===== config.mk =====
export PLATFORM = sky130hd
export DESIGN_NAME = ljbsa_mul
export DESIGN_NICKNAME = d
export VERILOG_FILES = /design/src/hw/rtl/ljbsa_pkg.sv /design/src/hw/rtl/ljbsa_mul.sv
export SDC_FILE = /design/constraint.sdc
export NUM_CORES = 2
export LEC_CHECK = 0
export BUFFER_PORTS_ARGS = -buffer_cell sky130_fd_sc_hd__buf_2
export CORE_MARGIN = 3
export CORE_UTILIZATION = 55
export CTS_BUF_LIST = sky130_fd_sc_hd__clkbuf_2
export DETAILED_ROUTE_END_ITERATION = 10
export HOLD_SLACK_MARGIN = 0.08
export PLACE_DENSITY = 0.76
export SYNTH_ARGS = -nofsm -noshare
export SYNTH_HDL_FRONTEND = slang
export SYNTH_SLANG_ARGS = --single-unit

===== constraint.sdc =====
create_clock -name clk -period 15.72 [get_ports clk]
set_input_delay 2.358 -clock clk [delete_from_list [all_inputs] [get_ports clk]]
set_output_delay 2.358 -clock clk [all_outputs]
set_load 0.1 [all_outputs]

===== src/hw/rtl/ljbsa_pkg.sv =====
// Shared types, constants and saturating helpers for the LJ Born/stress accumulator.
`timescale 1ns / 1ps
package ljbsa_pkg;

  localparam int WORD_W = 64;
  localparam int SH_W   = 7;

  localparam logic [WORD_W-1:0] S64_MAX = 64'h7fff_ffff_ffff_ffff;
  localparam logic [WORD_W-1:0] S64_MIN = 64'h8000_0000_0000_0000;

  localparam logic [WORD_W-1:0] BORN_POS_K = 64'd672;
  localparam logic [WORD_W-1:0] BORN_NEG_K = 64'd192;
  localparam logic [WORD_W-1:0] VIR_POS_K  = 64'd24;
  localparam logic [WORD_W-1:0] VIR_NEG_K  = 64'd48;
  localparam logic [SH_W-1:0]   SH_Q32     = 7'd32;
  localparam logic [SH_W-1:0]   SH_NONE    = 7'd0;

  typedef enum logic [2:0] {
    REG_BOX, REG_CUT, REG_P, REG_Q, REG_R, REG_S, REG_INV_VOL, REG_RHO_T
  } cfg_reg_t;

  typedef enum logic [2:0] {
    ST_IDLE, ST_ISSUE, ST_WAIT, ST_CHECK, ST_DIV_GO, ST_DIV_WAIT, ST_OUT
  } state_t;

  typedef enum logic [4:0] {
    STEP_SQ_X, STEP_SQ_Y, STEP_SQ_Z, STEP_I4, STEP_I8, STEP_I10, STEP_I12, STEP_I14,
    STEP_I16, STEP_MPQ, STEP_MRS, STEP_M4, STEP_BORN_POS, STEP_BORN_NEG, STEP_VIR_POS,
    STEP_VIR_NEG, STEP_BORN_A, STEP_BORN_B, STEP_IJ_A, STEP_IJ_B, STEP_KL_A, STEP_KL_B,
    STEP_NORM_IJ, STEP_NORM_KL, STEP_PROD
  } step_t;

  typedef struct packed {
    logic              start;
    logic [WORD_W-1:0] a;
    logic [WORD_W-1:0] b;
    logic [SH_W-1:0]   sh;
  } mul_req_t;

  function automatic logic [WORD_W-1:0] to_signed(logic [WORD_W-1:0] mag, logic neg);
    logic [WORD_W-1:0] r;
    if (neg) r = mag[WORD_W-1] ? S64_MIN : (~mag + 64'd1);
    else     r = mag[WORD_W-1] ? S64_MAX : mag;
    return r;
  endfunction

  function automatic logic [WORD_W-1:0] sat_add(logic [WORD_W-1:0] a, logic [WORD_W-1:0] b);
    logic [WORD_W:0] s;
    s = {a[WORD_W-1], a} + {b[WORD_W-1], b};
    if (s[WORD_W] != s[WORD_W-1]) return s[WORD_W] ? S64_MIN : S64_MAX;
    return s[WORD_W-1:0];
  endfunction

  function automatic logic [WORD_W-1:0] sat_sub(logic [WORD_W-1:0] a, logic [WORD_W-1:0] b);
    logic [WORD_W:0] s;
    s = {a[WORD_W-1], a} - {b[WORD_W-1], b};
    if (s[WORD_W] != s[WORD_W-1]) return s[WORD_W] ? S64_MIN : S64_MAX;
    return s[WORD_W-1:0];
  endfunction

  function automatic logic [WORD_W-1:0] mag64(logic [WORD_W-1:0] v);
    return v[WORD_W-1] ? (~v + 64'd1) : v;
  endfunction

endpackage


===== src/hw/rtl/ljbsa_mul.sv =====
// Shared 64x64 multiplier: four 32x32 partial products, then saturating right shift.
`timescale 1ns / 1ps
module ljbsa_mul import ljbsa_pkg::*; (
  input  logic              clk,
  input  logic              rst_n,
  input  mul_req_t          req,
  output logic              done,
  output logic [WORD_W-1:0] result
);

  logic [WORD_W-1:0]   a_r, b_r;
  logic [SH_W-1:0]     sh_r;
  logic [2*WORD_W-1:0] acc_r;
  logic [1:0]          cnt_r;
  logic                busy_r, done_r;
  logic [31:0]         a_half, b_half;
  logic [WORD_W-1:0]   pp;
  logic [1:0]          off;
  logic [2*WORD_W-1:0] pp_ext, shifted;

  assign a_half  = cnt_r[0] ? a_r[63:32] : a_r[31:0];
  assign b_half  = cnt_r[1] ? b_r[63:32] : b_r[31:0];
  assign pp      = {32'd0, a_half} * {32'd0, b_half};
  assign off     = {cnt_r[0] & cnt_r[1], cnt_r[0] ^ cnt_r[1]};
  assign pp_ext  = {64'd0, pp} << {off, 5'd0};
  assign shifted = acc_r >> sh_r;
  assign result  = (|shifted[2*WORD_W-1:WORD_W]) ? {WORD_W{1'b1}} : shifted[WORD_W-1:0];
  assign done    = done_r;

  always_ff @(posedge clk) begin
    if (!rst_n) begin
      busy_r <= 1'b0;
      done_r <= 1'b0;
      cnt_r  <= 2'd0;
    end else begin
      done_r <= 1'b0;
      if (req.start) begin
        busy_r <= 1'b1;
        cnt_r  <= 2'd0;
      end else if (busy_r) begin
        cnt_r <= cnt_r + 2'd1;
        if (cnt_r == 2'd3) begin
          busy_r <= 1'b0;
          done_r <= 1'b1;
        end
      end
    end
  end

  always_ff @(posedge clk) begin
    if (req.start) begin
      a_r   <= req.a;
      b_r   <= req.b;
      sh_r  <= req.sh;
      acc_r <= '0;
    end else if (busy_r) begin
      acc_r <= acc_r + pp_ext;
    end
  end

endmodule


== Word-level counts from Yosys, hierarchy flattened ==
Index checks and enable logic that the tools add are counted.
Operators by class
  reduce and logical (&&, ||, !) cells: 3
  eq/ne operators: 1
  $mul: 1
  shift-type cells: 2
  muxes and demuxes: 7
  add/sub/neg operators: 2
  bitwise operators: 4
Operator list (count)
  $add A128 B128 Y128: 1
  $shl A64 B7 Y128: 1
  $shr A128 B7 Y128: 1
  $mul A32 B32 Y64: 1
  $mux W32: 2
  $mux W64: 1
  $reduce_or A64 Y1: 1
  $mux W1: 4
  $reduce_or A3 Y1: 1
  $add A2 B1 Y2 const B: 1
  $eq A2 B2 Y1 const B: 1
  $not A1 Y1: 2
  $reduce_or A2 Y1: 1
  $and A1 B1 Y1: 1
  $xor A1 B1 Y1: 1
Storage, ports and cells
  word-level logic and storage cells: 27
  register bits: 267
  output and inout port bits: 65

== Longest topological paths before layout ==
  depth in word-level cells: 4
  depth in mapped cells: 46

== Worst setup path before layout ==
Ideal clock, no wire load.
  path type: reg2reg
  from: register cnt_r[0]
  to: register acc_r[121]
  arrival: 11138 ps
  path slack: 4462 ps
  cell stages (with the launch flop): 43
  cell sequence: dfxtp_1 clkbuf_1 buf_1 mux2i_1 clkbuf_1 nor2_1 fa_1 fa_1 fa_1 inv_1 fa_1 inv_1 fa_1 fa_1 fa_1 fa_1 ha_1 a21o_1 [... 7 more ...] nor3_1 or3_1 o211ai_1 nand2_1 ha_1 clkbuf_1 a21oi_1 o21ai_0 a211oi_1 o21a_1 o21a_1 o221ai_1 a211oi_1 o21ai_0 a31oi_1 o22ai_1 o211a_1 a211o_1
Between the ends
  cells in the longest elaborated chain, start to end: 4
Ends and longest elaborated chain
  start, declared: line ljbsa_mul.sv:14  | logic [1:0] cnt_r;
  start signal, assigned: line ljbsa_mul.sv:41  | cnt_r <= cnt_r + 2'd1;
  $mux W32: line ljbsa_mul.sv:21  | assign a_half = cnt_r[0] ? a_r[63:32] : a_r[31:0];
  $mul A32 B32 Y64: line ljbsa_mul.sv:23  | assign pp = {32'd0, a_half} * {32'd0, b_half};
  $shl A64 B7 Y128 *: line ljbsa_mul.sv:25  | assign pp_ext = {64'd0, pp} << {off, 5'd0};
  $add A128 B128 Y128 *: line ljbsa_mul.sv:57  | acc_r <= acc_r + pp_ext;
  end signal, assigned: line ljbsa_mul.sv:57
  end, declared: line ljbsa_mul.sv:13  | logic [2*WORD_W-1:0] acc_r;
Mark *: on every way between the ends. The rest lies on a longest branch, timed or not.
A chain may end at the register's enable or synchronous reset.

== Worst setup path in the final report ==
  from: register cnt_r[1]
  to: register acc_r[126]
Between the ends
  cells in the longest elaborated chain, start to end: 4
Ends and longest elaborated chain
  $mux W32: line ljbsa_mul.sv:22  | assign b_half = cnt_r[1] ? b_r[63:32] : b_r[31:0];
  $mul A32 B32 Y64: line ljbsa_mul.sv:23
  $shl A64 B7 Y128 *: line ljbsa_mul.sv:25
  $add A128 B128 Y128 *: line ljbsa_mul.sv:57
Marks and branches as above.

==> run_summary.xml <==
<?xml version="1.0" encoding="UTF-8"?>
<metrics>
  <group name="run_status">
    <metric name="run_status" unit="">finished clean</metric>
  </group>
  <group name="clocking">
    <metric name="cts_hold_buffers" unit="">0</metric>
    <metric name="clock_tree_root" unit="">clkbuf_2</metric>
    <metric name="clkSlewWorstSetupHoldPaths" unit="ns">0.10</metric>
    <metric name="clk-insertion-delay-late" unit="ns">1.29</metric>
    <metric name="clock-sinks" unit="">267</metric>
    <metric name="cts_post_setup_buffers_inserted" unit="">0</metric>
    <metric name="cts-htree-levels" unit="">3</metric>
    <metric name="cts-buffers-inserted" unit="">80</metric>
    <metric name="post_cts_resized" unit="">0</metric>
    <metric name="cts_tree" unit="">done</metric>
    <metric name="cts_max_path_buffers" unit="">3</metric>
  </group>
  <group name="drt">
    <metric name="antenna_left" unit="">0</metric>
    <metric name="viasPerCell" unit="">6.29</metric>
    <metric name="drt_pass1_iterations" unit="">6</metric>
    <metric name="wl_per_cell" unit="um">26.0</metric>
    <metric name="total_wire_length" unit="um">226000</metric>
    <metric name="drt-initial-drc-count" unit="">5776</metric>
    <metric name="route.detailed.drc" unit="">0</metric>
    <metric name="dr_total_vias" unit="">54600</metric>
  </group>
  <group name="grt">
    <metric name="grt.met2_usage" unit="%">61.5</metric>
    <metric name="global_route_wire_length_before_repair" unit="um">337000</metric>
    <metric name="global_route.usage.total" unit="%">39.5</metric>
    <metric name="top_usage_layer" unit="">met2</metric>
    <metric name="grt_overflow_total" unit="">0</metric>
    <metric name="grt_start_max_net_pins" unit="">141</metric>
    <metric name="grt_antenna_before_repair" unit="">5</metric>
    <metric name="met3_usage" unit="%">9.14</metric>
    <metric name="grt_pass1_vias" unit="">54500</metric>
    <metric name="groute.layer.met1.usage" unit="%">49.0</metric>
  </group>
  <group name="setup_path">
    <metric name="worst_setup_path_end_kind" unit="">flip-flop</metric>
    <metric name="critPathLaunchType" unit="">flip-flop</metric>
    <metric name="critPathMaxStageDelay" unit="ns">1.10</metric>
    <metric name="crit_cells" unit="">38</metric>
    <metric name="cp.buffers_inverters" unit="">4</metric>
    <metric name="r2r_cells" unit="">38</metric>
    <metric name="cp_top_family" unit="">adder cells</metric>
    <metric name="path_max_fanout" unit="">29</metric>
    <metric name="worst_path_max_delay_cell" unit="">a2111oi_0</metric>
    <metric name="crit_required" unit="ns">16.79</metric>
    <metric name="crit_top_cell" unit="">fa_1</metric>
    <metric name="critical_path_arrival" unit="ns">15.95</metric>
    <metric name="critical_path_class" unit="">reg2reg</metric>
  </group>
  <group name="timing">
    <metric name="rsz0062_at_grt" unit="">no</metric>
    <metric name="maxSlewViolCount" unit="">0</metric>
    <metric name="report.final.setup_viol" unit="">0</metric>
    <metric name="layout_min_cycle_time" unit="ns">14.88</metric>
    <metric name="timing.slew.headroom" unit="%">16.4</metric>
    <metric name="finalHoldViolCount" unit="">0</metric>
    <metric name="setup_total_negative_slack" unit="ns">0</metric>
    <metric name="fin_crit_sh" unit="%">94.6</metric>
    <metric name="maximum_operating_frequency" unit="MHz">67.2</metric>
    <metric name="post-route-worst-setup-slack" unit="ns">0.845</metric>
    <metric name="worst-slew-pin-transition" unit="ns">1.22</metric>
    <metric name="final.setup_skew" unit="ns">0.131</metric>
  </group>
  <group name="floorplanning">
    <metric name="floorplan.die.width" unit="um">338</metric>
    <metric name="io_pins" unit="">203</metric>
    <metric name="die_area" unit="sq um">114000</metric>
    <metric name="floorplan.initialDensity" unit="%">55.5</metric>
    <metric name="core" unit="sq um">109000</metric>
    <metric name="floorplan.rows" unit="">121</metric>
    <metric name="fp.dieH" unit="um">338</metric>
  </group>
  <group name="yosys">
    <metric name="synth.top_cells.by_count" unit="">nor2_1 (1037), nand2_1 (1011), inv_1 (919)</metric>
    <metric name="postSynthAreaPerCell" unit="sq um">8.43</metric>
    <metric name="netlist_area" unit="sq um">60600</metric>
    <metric name="top_cells_by_area_synth" unit="">fa_1 (30%), ha_1 (8.1%), edfxtp_1 (6.7%)</metric>
    <metric name="synth.distinct_cells" unit="">82</metric>
    <metric name="ys_dominant_reg_cell" unit="">edfxtp_1</metric>
    <metric name="synth-edff-count" unit="">135</metric>
    <metric name="synth-async-reset-ratio" unit="%">0</metric>
    <metric name="yosysTopAreaCellShare" unit="%">29.6</metric>
    <metric name="synth_seq_cells" unit="">267</metric>
    <metric name="yosys.area.top_type" unit="">fa_1</metric>
    <metric name="synth-warning-count" unit="">0</metric>
    <metric name="synth.yosys.seq_area_share" unit="%">11.0</metric>
    <metric name="post-synth-top-count-cell" unit="">nor2_1</metric>
    <metric name="postSynthCellCount" unit="">7189</metric>
    <metric name="mappedNetlistNets" unit="">8615</metric>
  </group>
  <group name="place">
    <metric name="finalWeightedCongestion" unit="">1.03</metric>
    <metric name="place.port_buffers" unit="">202</metric>
    <metric name="post-dp-hpwl" unit="um">184000</metric>
    <metric name="post-place-cells" unit="">8537</metric>
    <metric name="post_place_setup_slack" unit="ns">1.28</metric>
  </group>
  <group name="final_layout">
    <metric name="fillerInstances" unit="">9841</metric>
    <metric name="post_route_cells_drive_above_1_share" unit="%">10.5</metric>
    <metric name="final_cells" unit="">8680</metric>
    <metric name="nNetsFinal" unit="">8569</metric>
    <metric name="final_core_utilization" unit="%">58.3</metric>
    <metric name="flow.area_growth_from_synthesis" unit="%">4.93</metric>
  </group>
  <group name="worst_hold_path">
    <metric name="holdPathStages" unit="">2</metric>
    <metric name="timing.hold.worst.class" unit="">reg2reg</metric>
  </group>
  <group name="job">
    <metric name="maxCapViolations" unit="">0</metric>
  </group>
</metrics>
-- worst reg2reg max path: cells and delay by family, from the launching register on --
family	cells	cell delay (ns)
flops	1	0.87
fa+ha+maj	10	4.84
simple gates	12	3.28
mux	1	0.88
compound gates	11	3.85
buf+inv	4	0.95
-- cell usage in the layout, fill, tap and decap left out, types with 101 or more instances in the layout --
master       n
inv_1      918
buf_4      101
nand2_1   1011
dfxtp_1    129
clkbuf_2   102
edfxtp_1   135
ha_1       391
mux4_2     157
a21oi_1    392
nor2_1    1036
buf_2      201
mux2i_1    238
xnor2_1    118
o21ai_0    258
fa_1       897
-- area by class of cell --
| cell class | count | area (sq um) | area share (%) |
|---|---|---|---|
| inverter | 924 | 3470 | 5.46 |
| antenna | 4 | 10.0 | 0.0157 |
| clock inverter | 37 | 228 | 0.358 |
| sequential | 267 | 6710 | 10.5 |
| multi-input combinational | 5563 | 49000 | 77.0 |
| clock buffer | 102 | 510 | 0.803 |
| tap | 1476 | 1850 | 2.90 |
| timing repair buffer | 307 | 1860 | 2.92 |
-- worst paths after layout --
check             from         end  slack [ns]
max           cnt_r[1]  acc_r[126]        0.84
min          acc_r[97]   acc_r[97]        0.55
max reg2reg   cnt_r[1]  acc_r[126]        0.84
min reg2reg  acc_r[97]   acc_r[97]        0.55
-- kinds of logic after synthesis --
| family | synth area share [%] |
|---|---|
| DFF | 11.0 |
| xor gates and xnor gates | 2.62 |
| muxes | 12.1 |
| and+or+nand+nor | 16.6 |
| adders and majority gates | 37.7 |
| buffers and inverters | 8.59 |
| AOI/OAI and AO/OA | 11.3 |
-- per-layer routing --
metal  part of all wire (%)  routed length [um]
met5                      0                   0
met4                    8.4               18900
met3                     10               23400
met2                     45              101000
met1                     37               83100
-- sequential cells by signal, summed over array words and instances (netlist names) --
name	flops
a_r	64
acc_r	128
b_r	64
busy_r	1
cnt_r	2
done	1
sh_r	7
-- stage by stage --
stage	cell area, sq um	hold WS, ns
final	63600	0.546
after global routing	63600	0.578
after detailed placement	62900	0.534
after floorplan	60600	0.481
after global placement	62900	0.518
after CTS	63600	0.548
Power is not shown: default switching activity piles up to over one toggle a cycle in this logic, so the estimate is an artifact.
