==> config.mk <==
export PLATFORM = sky130hd
export DESIGN_NAME = ljbsa_div
export DESIGN_NICKNAME = d
export VERILOG_FILES = /design/src/hw/rtl/ljbsa_pkg.sv /design/src/hw/rtl/ljbsa_div.sv
export SDC_FILE = /design/constraint.sdc
export NUM_CORES = 1
export LEC_CHECK = 0
export ABC_AREA = 1
export BUFFER_PORTS_ARGS = -buffer_cell sky130_fd_sc_hd__buf_2
export CORE_MARGIN = 1.5
export CORE_UTILIZATION = 30
export CTS_CLUSTER_SIZE = 24
export DETAILED_ROUTE_END_ITERATION = 10
export GPL_TIMING_DRIVEN = 0
export SKIP_CTS_REPAIR_TIMING = 1
export SYNTH_ARGS = -nofsm -noshare
export SYNTH_HDL_FRONTEND = slang
export SYNTH_SLANG_ARGS = --single-unit
==> constraint.sdc <==
create_clock -name clk -period 3.4 [get_ports clk]
set_input_delay 0.51 -clock clk [delete_from_list [all_inputs] [get_ports clk]]
set_output_delay 0.51 -clock clk [all_outputs]
set_load 0.02 [all_outputs]
==> src/hw/rtl/ljbsa_pkg.sv <==
// Shared types, constants and saturating helpers for the LJ Born/stress accumulator.
`timescale 1ns / 1ps
package ljbsa_pkg;

  localparam int WORD_W = 64;
  localparam int SH_W   = 7;

  localparam logic [WORD_W-1:0] S64_MAX = 64'h7fff_ffff_ffff_ffff;
  localparam logic [WORD_W-1:0] S64_MIN = 64'h8000_0000_0000_0000;

  localparam logic [WORD_W-1:0] BORN_POS_K = 64'd672;
  localparam logic [WORD_W-1:0] BORN_NEG_K = 64'd192;
  localparam logic [WORD_W-1:0] VIR_POS_K  = 64'd24;
  localparam logic [WORD_W-1:0] VIR_NEG_K  = 64'd48;
  localparam logic [SH_W-1:0]   SH_Q32     = 7'd32;
  localparam logic [SH_W-1:0]   SH_NONE    = 7'd0;

  typedef enum logic [2:0] {
    REG_BOX, REG_CUT, REG_P, REG_Q, REG_R, REG_S, REG_INV_VOL, REG_RHO_T
  } cfg_reg_t;

  typedef enum logic [2:0] {
    ST_IDLE, ST_ISSUE, ST_WAIT, ST_CHECK, ST_DIV_GO, ST_DIV_WAIT, ST_OUT
  } state_t;

  typedef enum logic [4:0] {
    STEP_SQ_X, STEP_SQ_Y, STEP_SQ_Z, STEP_I4, STEP_I8, STEP_I10, STEP_I12, STEP_I14,
    STEP_I16, STEP_MPQ, STEP_MRS, STEP_M4, STEP_BORN_POS, STEP_BORN_NEG, STEP_VIR_POS,
    STEP_VIR_NEG, STEP_BORN_A, STEP_BORN_B, STEP_IJ_A, STEP_IJ_B, STEP_KL_A, STEP_KL_B,
    STEP_NORM_IJ, STEP_NORM_KL, STEP_PROD
  } step_t;

  typedef struct packed {
    logic              start;
    logic [WORD_W-1:0] a;
    logic [WORD_W-1:0] b;
    logic [SH_W-1:0]   sh;
  } mul_req_t;

  function automatic logic [WORD_W-1:0] to_signed(logic [WORD_W-1:0] mag, logic neg);
    logic [WORD_W-1:0] r;
    if (neg) r = mag[WORD_W-1] ? S64_MIN : (~mag + 64'd1);
    else     r = mag[WORD_W-1] ? S64_MAX : mag;
    return r;
  endfunction

  function automatic logic [WORD_W-1:0] sat_add(logic [WORD_W-1:0] a, logic [WORD_W-1:0] b);
    logic [WORD_W:0] s;
    s = {a[WORD_W-1], a} + {b[WORD_W-1], b};
    if (s[WORD_W] != s[WORD_W-1]) return s[WORD_W] ? S64_MIN : S64_MAX;
    return s[WORD_W-1:0];
  endfunction

  function automatic logic [WORD_W-1:0] sat_sub(logic [WORD_W-1:0] a, logic [WORD_W-1:0] b);
    logic [WORD_W:0] s;
    s = {a[WORD_W-1], a} - {b[WORD_W-1], b};
    if (s[WORD_W] != s[WORD_W-1]) return s[WORD_W] ? S64_MIN : S64_MAX;
    return s[WORD_W-1:0];
  endfunction

  function automatic logic [WORD_W-1:0] mag64(logic [WORD_W-1:0] v);
    return v[WORD_W-1] ? (~v + 64'd1) : v;
  endfunction

endpackage

==> src/hw/rtl/ljbsa_div.sv <==
// Restoring divider: all-ones 64-bit dividend over a 64-bit divisor, one bit per cycle.
`timescale 1ns / 1ps
module ljbsa_div import ljbsa_pkg::*; (
  input  logic              clk,
  input  logic              rst_n,
  input  logic              start,
  input  logic [WORD_W-1:0] divisor,
  output logic              done,
  output logic [WORD_W-1:0] quotient
);

  logic [WORD_W-1:0] d_r, rem_r, q_r;
  logic [5:0]        cnt_r;
  logic              busy_r, done_r;
  logic [WORD_W:0]   trial, diff;

  assign trial    = {rem_r, 1'b1};
  assign diff     = trial - {1'b0, d_r};
  assign done     = done_r;
  assign quotient = q_r;

  always_ff @(posedge clk) begin
    if (!rst_n) begin
      busy_r <= 1'b0;
      done_r <= 1'b0;
      cnt_r  <= 6'd0;
    end else begin
      done_r <= 1'b0;
      if (start) begin
        busy_r <= 1'b1;
        cnt_r  <= 6'd0;
      end else if (busy_r) begin
        cnt_r <= cnt_r + 6'd1;
        if (cnt_r == 6'd63) begin
          busy_r <= 1'b0;
          done_r <= 1'b1;
        end
      end
    end
  end

  always_ff @(posedge clk) begin
    if (start) begin
      d_r   <= divisor;
      rem_r <= '0;
      q_r   <= '0;
    end else if (busy_r) begin
      if (!diff[WORD_W]) begin
        rem_r <= diff[WORD_W-1:0];
        q_r   <= {q_r[WORD_W-2:0], 1'b1};
      end else begin
        rem_r <= trial[WORD_W-1:0];
        q_r   <= {q_r[WORD_W-2:0], 1'b0};
      end
    end
  end

endmodule

## After elaboration in Yosys (flattened, before gate mapping)

Cells that the tools add are included.

| word-level totals | value |
|---|---|
| flip-flop bits (word level) | 200 |
| word-level logic and storage cells | 19 |
| output and inout bits | 65 |

| cells by class | value |
|---|---|
| add/sub/neg operators | 2 |
| eq/ne operators | 1 |
| bitwise logic cells | 2 |
| reductions and logical operators | 2 |
| muxes and demuxes | 6 |

Operator list:

| cell | count |
|---|---|
| $sub A65 B64 Y65 | 1 |
| $mux W64 | 1 |
| $add A6 B1 Y6 const B | 1 |
| $eq A6 B6 Y1 const B | 1 |
| $mux W1 | 5 |
| $reduce_or A3 Y1 | 1 |
| $not A1 Y1 | 2 |
| $reduce_or A2 Y1 | 1 |

## Longest topological paths before layout

Gate-level depths: netlist of the first run.

| logic depth | value |
|---|---|
| word-level depth | 4 |
| mapped depth | 21 |
| depth with buffers taken out | 20 |

## Least setup slack after synthesis of the first run

Ideal clock, no wire load.

| path | value |
|---|---|
| path kind | flip-flop to flip-flop |
| from | register d_r[6] |
| to | register rem_r[51] |
| path slack | 1,244 ps |
| stages on the path, launching flop included | 20 |
| path buffers | 2 |
| arrival | 2,087 ps |
| clock period less this slack | 2,156 ps |
| required time | 3,331 ps |
| cells stage by stage | edfxtp_1 > inv_1 > ha_1 > nand2_2 > inv_2 > a21oi_1 > nand2_2 > nand2_2 > nand2_2 > nand2_2 > nand2_2 > nand2_4 > nand2_2 > nand2_4 > nand2_4 > buf_12 > buf_6 > nand2_2 > nand3_2 > a21oi_2 |

| on the way | value |
|---|---|
| word-level cells in the longest chain between the ends | 2 |

RTL lines:

| item | line | text |
|---|---|---|
| start, declared | ljbsa_div.sv:12 | `logic [WORD_W-1:0] d_r, rem_r, q_r;` |
| start signal, assigned | ljbsa_div.sv:44 | `d_r <= divisor;` |
| $sub A65 B64 Y65 | ljbsa_div.sv:18 | `assign diff = trial - {1'b0, d_r};` |
| $mux W64 | ljbsa_div.sv:48 | `if (!diff[WORD_W]) begin` |
| end signal, assigned | ljbsa_div.sv:49 | `rem_r <= diff[WORD_W-1:0];` |
| end signal, assigned | ljbsa_div.sv:52 | `rem_r <= trial[WORD_W-1:0];` |
| end, declared | ljbsa_div.sv:12 |  |

Every way passes these cells.
A chain may end at the register's enable or synchronous reset.

## Worst setup path after layout of the first run

| path | value |
|---|---|
| from | register d_r[42] |
| to | register rem_r[2] |

The elaborated chain is that of the path after synthesis.

==> impl_metrics.ini, run 1 <==
[outcome]
status = finished clean

[setup_path]
critPathKind = flop to flop
worst-path-max-fanout = 10
r2r_setup_slack_ns = 0.41
critPathLaunchType = flop
required_ns = 3.72
critPathCaptureType = flop
cp.arrival_ns = 3.32

[detailed_routing]
ant_nets = 0
drtIter0Drc = 766
wl_per_cell_um = 14.3
drc = 0
firstDrtPassIters = 5
routed_wl_mm = 43.2
vias_per_cell = 4.45
via_count = 13500

[final_layout]
drive_above_1_share_pct = 12.8
stdcell_count = 3026
fin_nets = 2538
syn2layout_area_growth_pct = 14.3
diodes = 0
n_fill_cell = 5200

[sta]
finalHoldViolCount = 0
rsz0062_at_grt = false
setup_tns_ns = 0
post-route-min-period_ns = 2.99
max_slew_margin_pct = 14.5
worst_pin_slew_ns = 1.28
period_share_pct = 88.0
drv_slew = 0
fmax_ghz = 0.334
clock_skew_ns = 0.0179
setup_viol = 0

[yosys]
yosysUniqueCellTypes = 41
synth_flop_cell = dfxtp_1
avgSynthCellArea_um2 = 6.25
synth_fp_nets = 2388
seq_area_frac_synth_pct = 33.0
synth_edf_count = 64
synthArstFlopShare_pct = 0
synth_seq_cells = 200
synth_area_mm2 = 0.0141
ys_warn_count = 0
synthCells = 2256

[global_route]
grt_pass1_vias = 12900
grt_pass1_wl_mm = 68.9
antenna_found_initial = 8
grt_max_degree = 67
grt-ovfl-total = 0
grt_use_total_pct = 18.5

[hold_path]
hold_class = primary input to flop

[placed_design]
routabilityCongestion = 0.949
placed_cells_incl_taps = 2994
dp_hpwl_mm = 35.3
portBuffers = 131

[clock_network]
cts.sinks = 200
clk_pin_slew_ns = 0.09
cts_tree = yes
cts_made_buffers = 17
htree_levels = 4
clock_latency_ns = 0.49
cts_root_buf = clkbuf_16
clock_path_buffers = 2

[power_and_ir_drop]
p_per_area_mw_per_mm2 = 344
finalPower_mw = 5.54
vdd_drop_max_v = 0.000330
leakagePower_nw = 8.71

[die]
rows = 79
die-area_mm2 = 0.0483
die_x_um = 220
initial_core_util_pct = 30.3
die_h_um = 220
core-area_mm2 = 0.0465
num_io_pins = 132

[flow_run]
maxCapViolCount = 0
[area by class of cell]
class	count	area (um2)	area share (%)
Multi-Input combinational cell	1510	7330	45.5
Sequential cell	200	4640	28.8
Inverter	491	1840	11.4
Tap cell	607	759	4.71
Timing Repair Buffer	131	658	4.09
Clock buffer	17	425	2.64
Buffer	55	274	1.70
Clock inverter	15	175	1.09
[registers in the layout (all words and copies together) (netlist names)]
name	count
cnt_r	6
busy_r	1
done	1
d_r	64
rem_r	64
quotient	64
[cells in the mapped netlist (2+ instances only)]
cell type    n  area, um2
o21bai_1     5       37.5
a21oi_1     88        440
xor2_1      22        193
clkbuf_1    37        139
nor3_1      13       65.1
nand2_4      5       56.3
o21ai_0     67        335
edfxtp_1    64       1920
nor2_2       8       50.1
inv_1      466       1750
dfxtp_1    136       2720
nand2_1    775       2910
nand4_1     15       93.8
clkinv_1     2       7.51
nand3_2     19        190
xnor2_1      9       78.8
buf_6        5       56.3
nor4_1       2       12.5
nand2_2     44        275
nor3b_1      3       22.5
nor2_4       4       45.0
nand3b_1     3       22.5
inv_2       23       86.3
ha_1        64        801
a21oi_2     23        201
nand3_1    107        536
nor2_1     222        833
a21o_1       2       15.0
buf_2       11       55.1
[through the flow]
stage               utilization (%)  hold slack, ns  worst slack (ns)  cell area (um2)
floorplan                         -           0.419              1.24            14100
global placement               33.4           0.467            0.0883            15500
detailed placement             33.4           0.461             0.374            15500
CTS                            34.7           0.163             0.343            16100
global route                   34.7           0.163             0.211            16100
finish                         34.7           0.193             0.407            16100
[report_power, final]
group,total [mW],internal [mW],switching [mW]
sequential,2.65,2.59,0.0595
clock,2.10,1.00,1.10
combinational,0.795,0.241,0.553
total,5.54,3.83,1.71
[layout by cell type, fill, tap and decap left out, types with 2 or more instances in the layout]
master,synthesis,final
clkbuf_1,37,37
clkinv_8,0,3
nand3b_1,3,3
nor3_1,13,13
xnor2_1,9,9
nand2_4,5,5
xor2_1,22,22
buf_2,11,141
ha_1,64,64
nand3_1,107,107
nand2_1,775,775
a21oi_2,23,23
inv_1,466,466
o21bai_1,5,5
nor2_2,8,8
nand2_2,44,44
nand4_1,15,15
inv_2,23,23
clkinv_1,2,2
nor2_1,222,222
edfxtp_1,64,64
nor4_1,2,2
o21ai_0,67,67
nand3_2,19,19
buf_6,5,5
clkinvlp_4,0,2
clkbuf_16,0,17
nor2_4,4,4
a21o_1,2,2
dfxtp_1,136,136
inv_6,0,2
inv_12,0,3
nor3b_1,3,3
inv_8,0,3
a21oi_1,88,88
[routing by layer]
layer / up-vias / share of wire (%) / track usage (%)
li1: 7090 / - / -
met1: 6024 / 47 / 24.0
met2: 287 / 44 / 30.1
met3: 56 / 5.4 / 4.24
met4: 14 / 2.5 / 5.85
met5: - / 0.19 / 0
[worst max-delay path, stage by stage, from the launching register on]
cell and delay, ns:
edfxtp_1 0.34, inv_1 0.04, ha_1 0.43, nand2_1 0.19, nor2_2 0.20, inv_2 0.07
nor3_4 0.15, nand2_1 0.12, nor2_2 0.14, nand2_4 0.08, nand2_2 0.10, nand2_1 0.06
nand2_2 0.28, buf_2 0.38, nand2_1 0.09, nand3_1 0.08, a21oi_1 0.06
[kinds of logic after synthesis]
logic type	Yosys count	share of synthesized area, %
simple gates	1225	36.7
buf+inv	546	15.0
flops	200	33.0
compound gates	189	7.57
fa+ha+maj	65	5.82
xor+xnor	31	1.93
[worst paths after layout]
path | endpoint | depth (start not counted) | start
worst max-delay path | rem_r[2] | 16 | d_r[42]
worst min-delay path | d_r[50] | 1 | divisor[50]
worst max register to register | rem_r[2] | 16 | d_r[42]
worst min register to register | rem_r[0] | 1 | d_r[0]
Note: power is estimated with default switching activity, not from simulation.
==> run 2: changes to the inputs <==
==> constraint.sdc (replaced) <==
create_clock -name clk -period 3.4 [get_ports clk]
set_input_delay 0 -clock clk [delete_from_list [all_inputs] [get_ports clk]]
set_output_delay 0 -clock clk [all_outputs]
set_load 0.02 [all_outputs]
==> run 2 against run 1 <==
Register-to-register slack gained 0.02 ns. Count of clock-buffer cells in the layout is the same. Hold slack lost 0.0094 ns.
==> impl_metrics.ini, run 2 (synthesis results as in run 1) <==
[outcome]
status = finished clean

[setup_path]
reg2reg_to = rem_r[2]
max_stage_delay_ns = 0.42
critPathCaptureType = flop
r2r_start = d_r[42]
critPathKind = flop to flop
critPathLaunchType = flop
cp.arrival_ns = 3.30
r2r_setup_slack_ns = 0.43
cp_common_cell = nand2_1
path_cells = inv_1, ha_1, nand2_1, nor2_2, inv_2, nor3_4, nand2_1, nor2_2, nand2_4, nand2_2, nand2_1, nand2_2, buf_2, nand2_1, nand3_1, a21oi_1
rr_worst_depth = 16
worst-path-max-fanout = 10
critical_path.slowest_cell = ha_1
required_ns = 3.73

[detailed_routing]
top_layer = met4
ant_nets = 0
dr_wl_met3_mm = 2.03
wirelength_met1_mm = 21.1
drc = 0
routed_wl_mm = 43.6
vias_per_cell = 4.42
dr_wl_met2_mm = 19.5
wl_per_cell_um = 14.1
drtIter0Drc = 807
via_count = 13700
firstDrtPassIters = 5

[die]
die_x_um = 220
core-area_mm2 = 0.0465
num_io_pins = 132
die-area_mm2 = 0.0483
rows = 79
initial_core_util_pct = 30.3
die_h_um = 220

[hold_path]
hold_path_end = d_r[22]
min_path_cells = 1
hp-start = start
hold_class = primary input to flop

[sta]
post-route-min-period_ns = 2.97
drv_slew = 0
setup_tns_ns = 0
max_slew_margin_pct = 13.3
setup_ws_ns = 0.429
fmax_ghz = 0.337
period_share_pct = 87.4
rsz0062_at_grt = false
setup_viol = 0
worst_pin_slew_ns = 1.30
clock_skew_ns = 0.0172
finalHoldViolCount = 0

[clock_network]
clk_pin_slew_ns = 0.08
cts.sinks = 200
cts_root_buf = clkbuf_16
cts_tree = yes
clock_path_buffers = 2
cts_made_buffers = 17
clock_latency_ns = 0.49
htree_levels = 4

[final_layout]
multi_input_area_mm2 = 0.00733
fin_nets = 2603
drive_above_1_share_pct = 12.5
diodes = 0
ff_latch_area_mm2 = 0.00464
final_common_cell = nand2_1
syn2layout_area_growth_pct = 18.9
n_fill_cell = 5156
final_cell_mix = nand2_1 (775), inv_1 (466), nor2_1 (222), buf_2 (141), dfxtp_1 (136)

[placed_design]
dp_slack_ns = 0.374
portBuffers = 131
dp_hpwl_mm = 35.3
routabilityCongestion = 0.949

[global_route]
antenna_found_initial = 0
grt_pass1_wl_mm = 68.9
grt_pass1_vias = 12900
grt_max_degree = 67
grt_use_total_pct = 18.5
grt-ovfl-total = 0

[flow_run]
maxCapViolCount = 0

[power_and_ir_drop]
vdd_drop_max_v = 0.000331
finalPower_mw = 5.61
p_per_area_mw_per_mm2 = 335
leakagePower_nw = 8.98
run 2: changes by cell type in the layout (fill, tap and decap cells not counted):
cell,before,now
dlygate4sd3_1,0,65
run 2: how the worst max path moves through the flow:
stage                     startpoint   endpoint
final                        d_r[42]   rem_r[2]
after global routing         d_r[42]   rem_r[2]
after detailed placement     d_r[42]   rem_r[2]
after CTS                    d_r[42]   rem_r[2]
after global placement       d_r[42]   rem_r[2]
after floorplan               d_r[6]  rem_r[51]
run 2: layer usage:
layer  global-route usage [%]  vias up
li1                         -     7220
met1                     24.0     6144
met2                     30.1      265
met3                     4.24       40
met4                     5.85        0
met5                        0        -
run 2: cell type report:
type	instances	area share, %
multi-input cells	1510	43.7
inverters	491	11.0
clock buffers	17	2.54
repair buffers	196	7.81
flip-flops and latches	200	27.7
well taps	607	4.53
plain buffers	55	1.63
clock inverters	15	1.05
run 2: where the power goes:
part	internal (mW)	leakage, nW	total, mW	switching (mW)
registers	2.59	1.73	2.65	0.0599
clock network	1.00	0.288	2.11	1.11
logic	0.290	6.96	0.854	0.564
run 2: per-stage QoR:
stage | hold WS (ns) | util, % | cell area [um2] | std cells
5_1_grt | 0.195 | 36.1 | 16800 | 3091
4_1_cts | -0.347 | 34.7 | 16100 | 3026
6_report | 0.184 | 36.1 | 16800 | 3091
2_1_floorplan | 0.0989 | - | 14100 | 2256
3_3_place_gp | 0.179 | 33.4 | 15500 | 2994
3_5_place_dp | 0.178 | 33.4 | 15500 | 2994
run 2: worst max-delay path, delay by kind of cell, from the launching register on:
kind            cells  cell delay [ns]
flops               1             0.34
simple gates       11             1.49
compound gates      1             0.06
buf+inv             3             0.50
fa+ha+maj           1             0.42
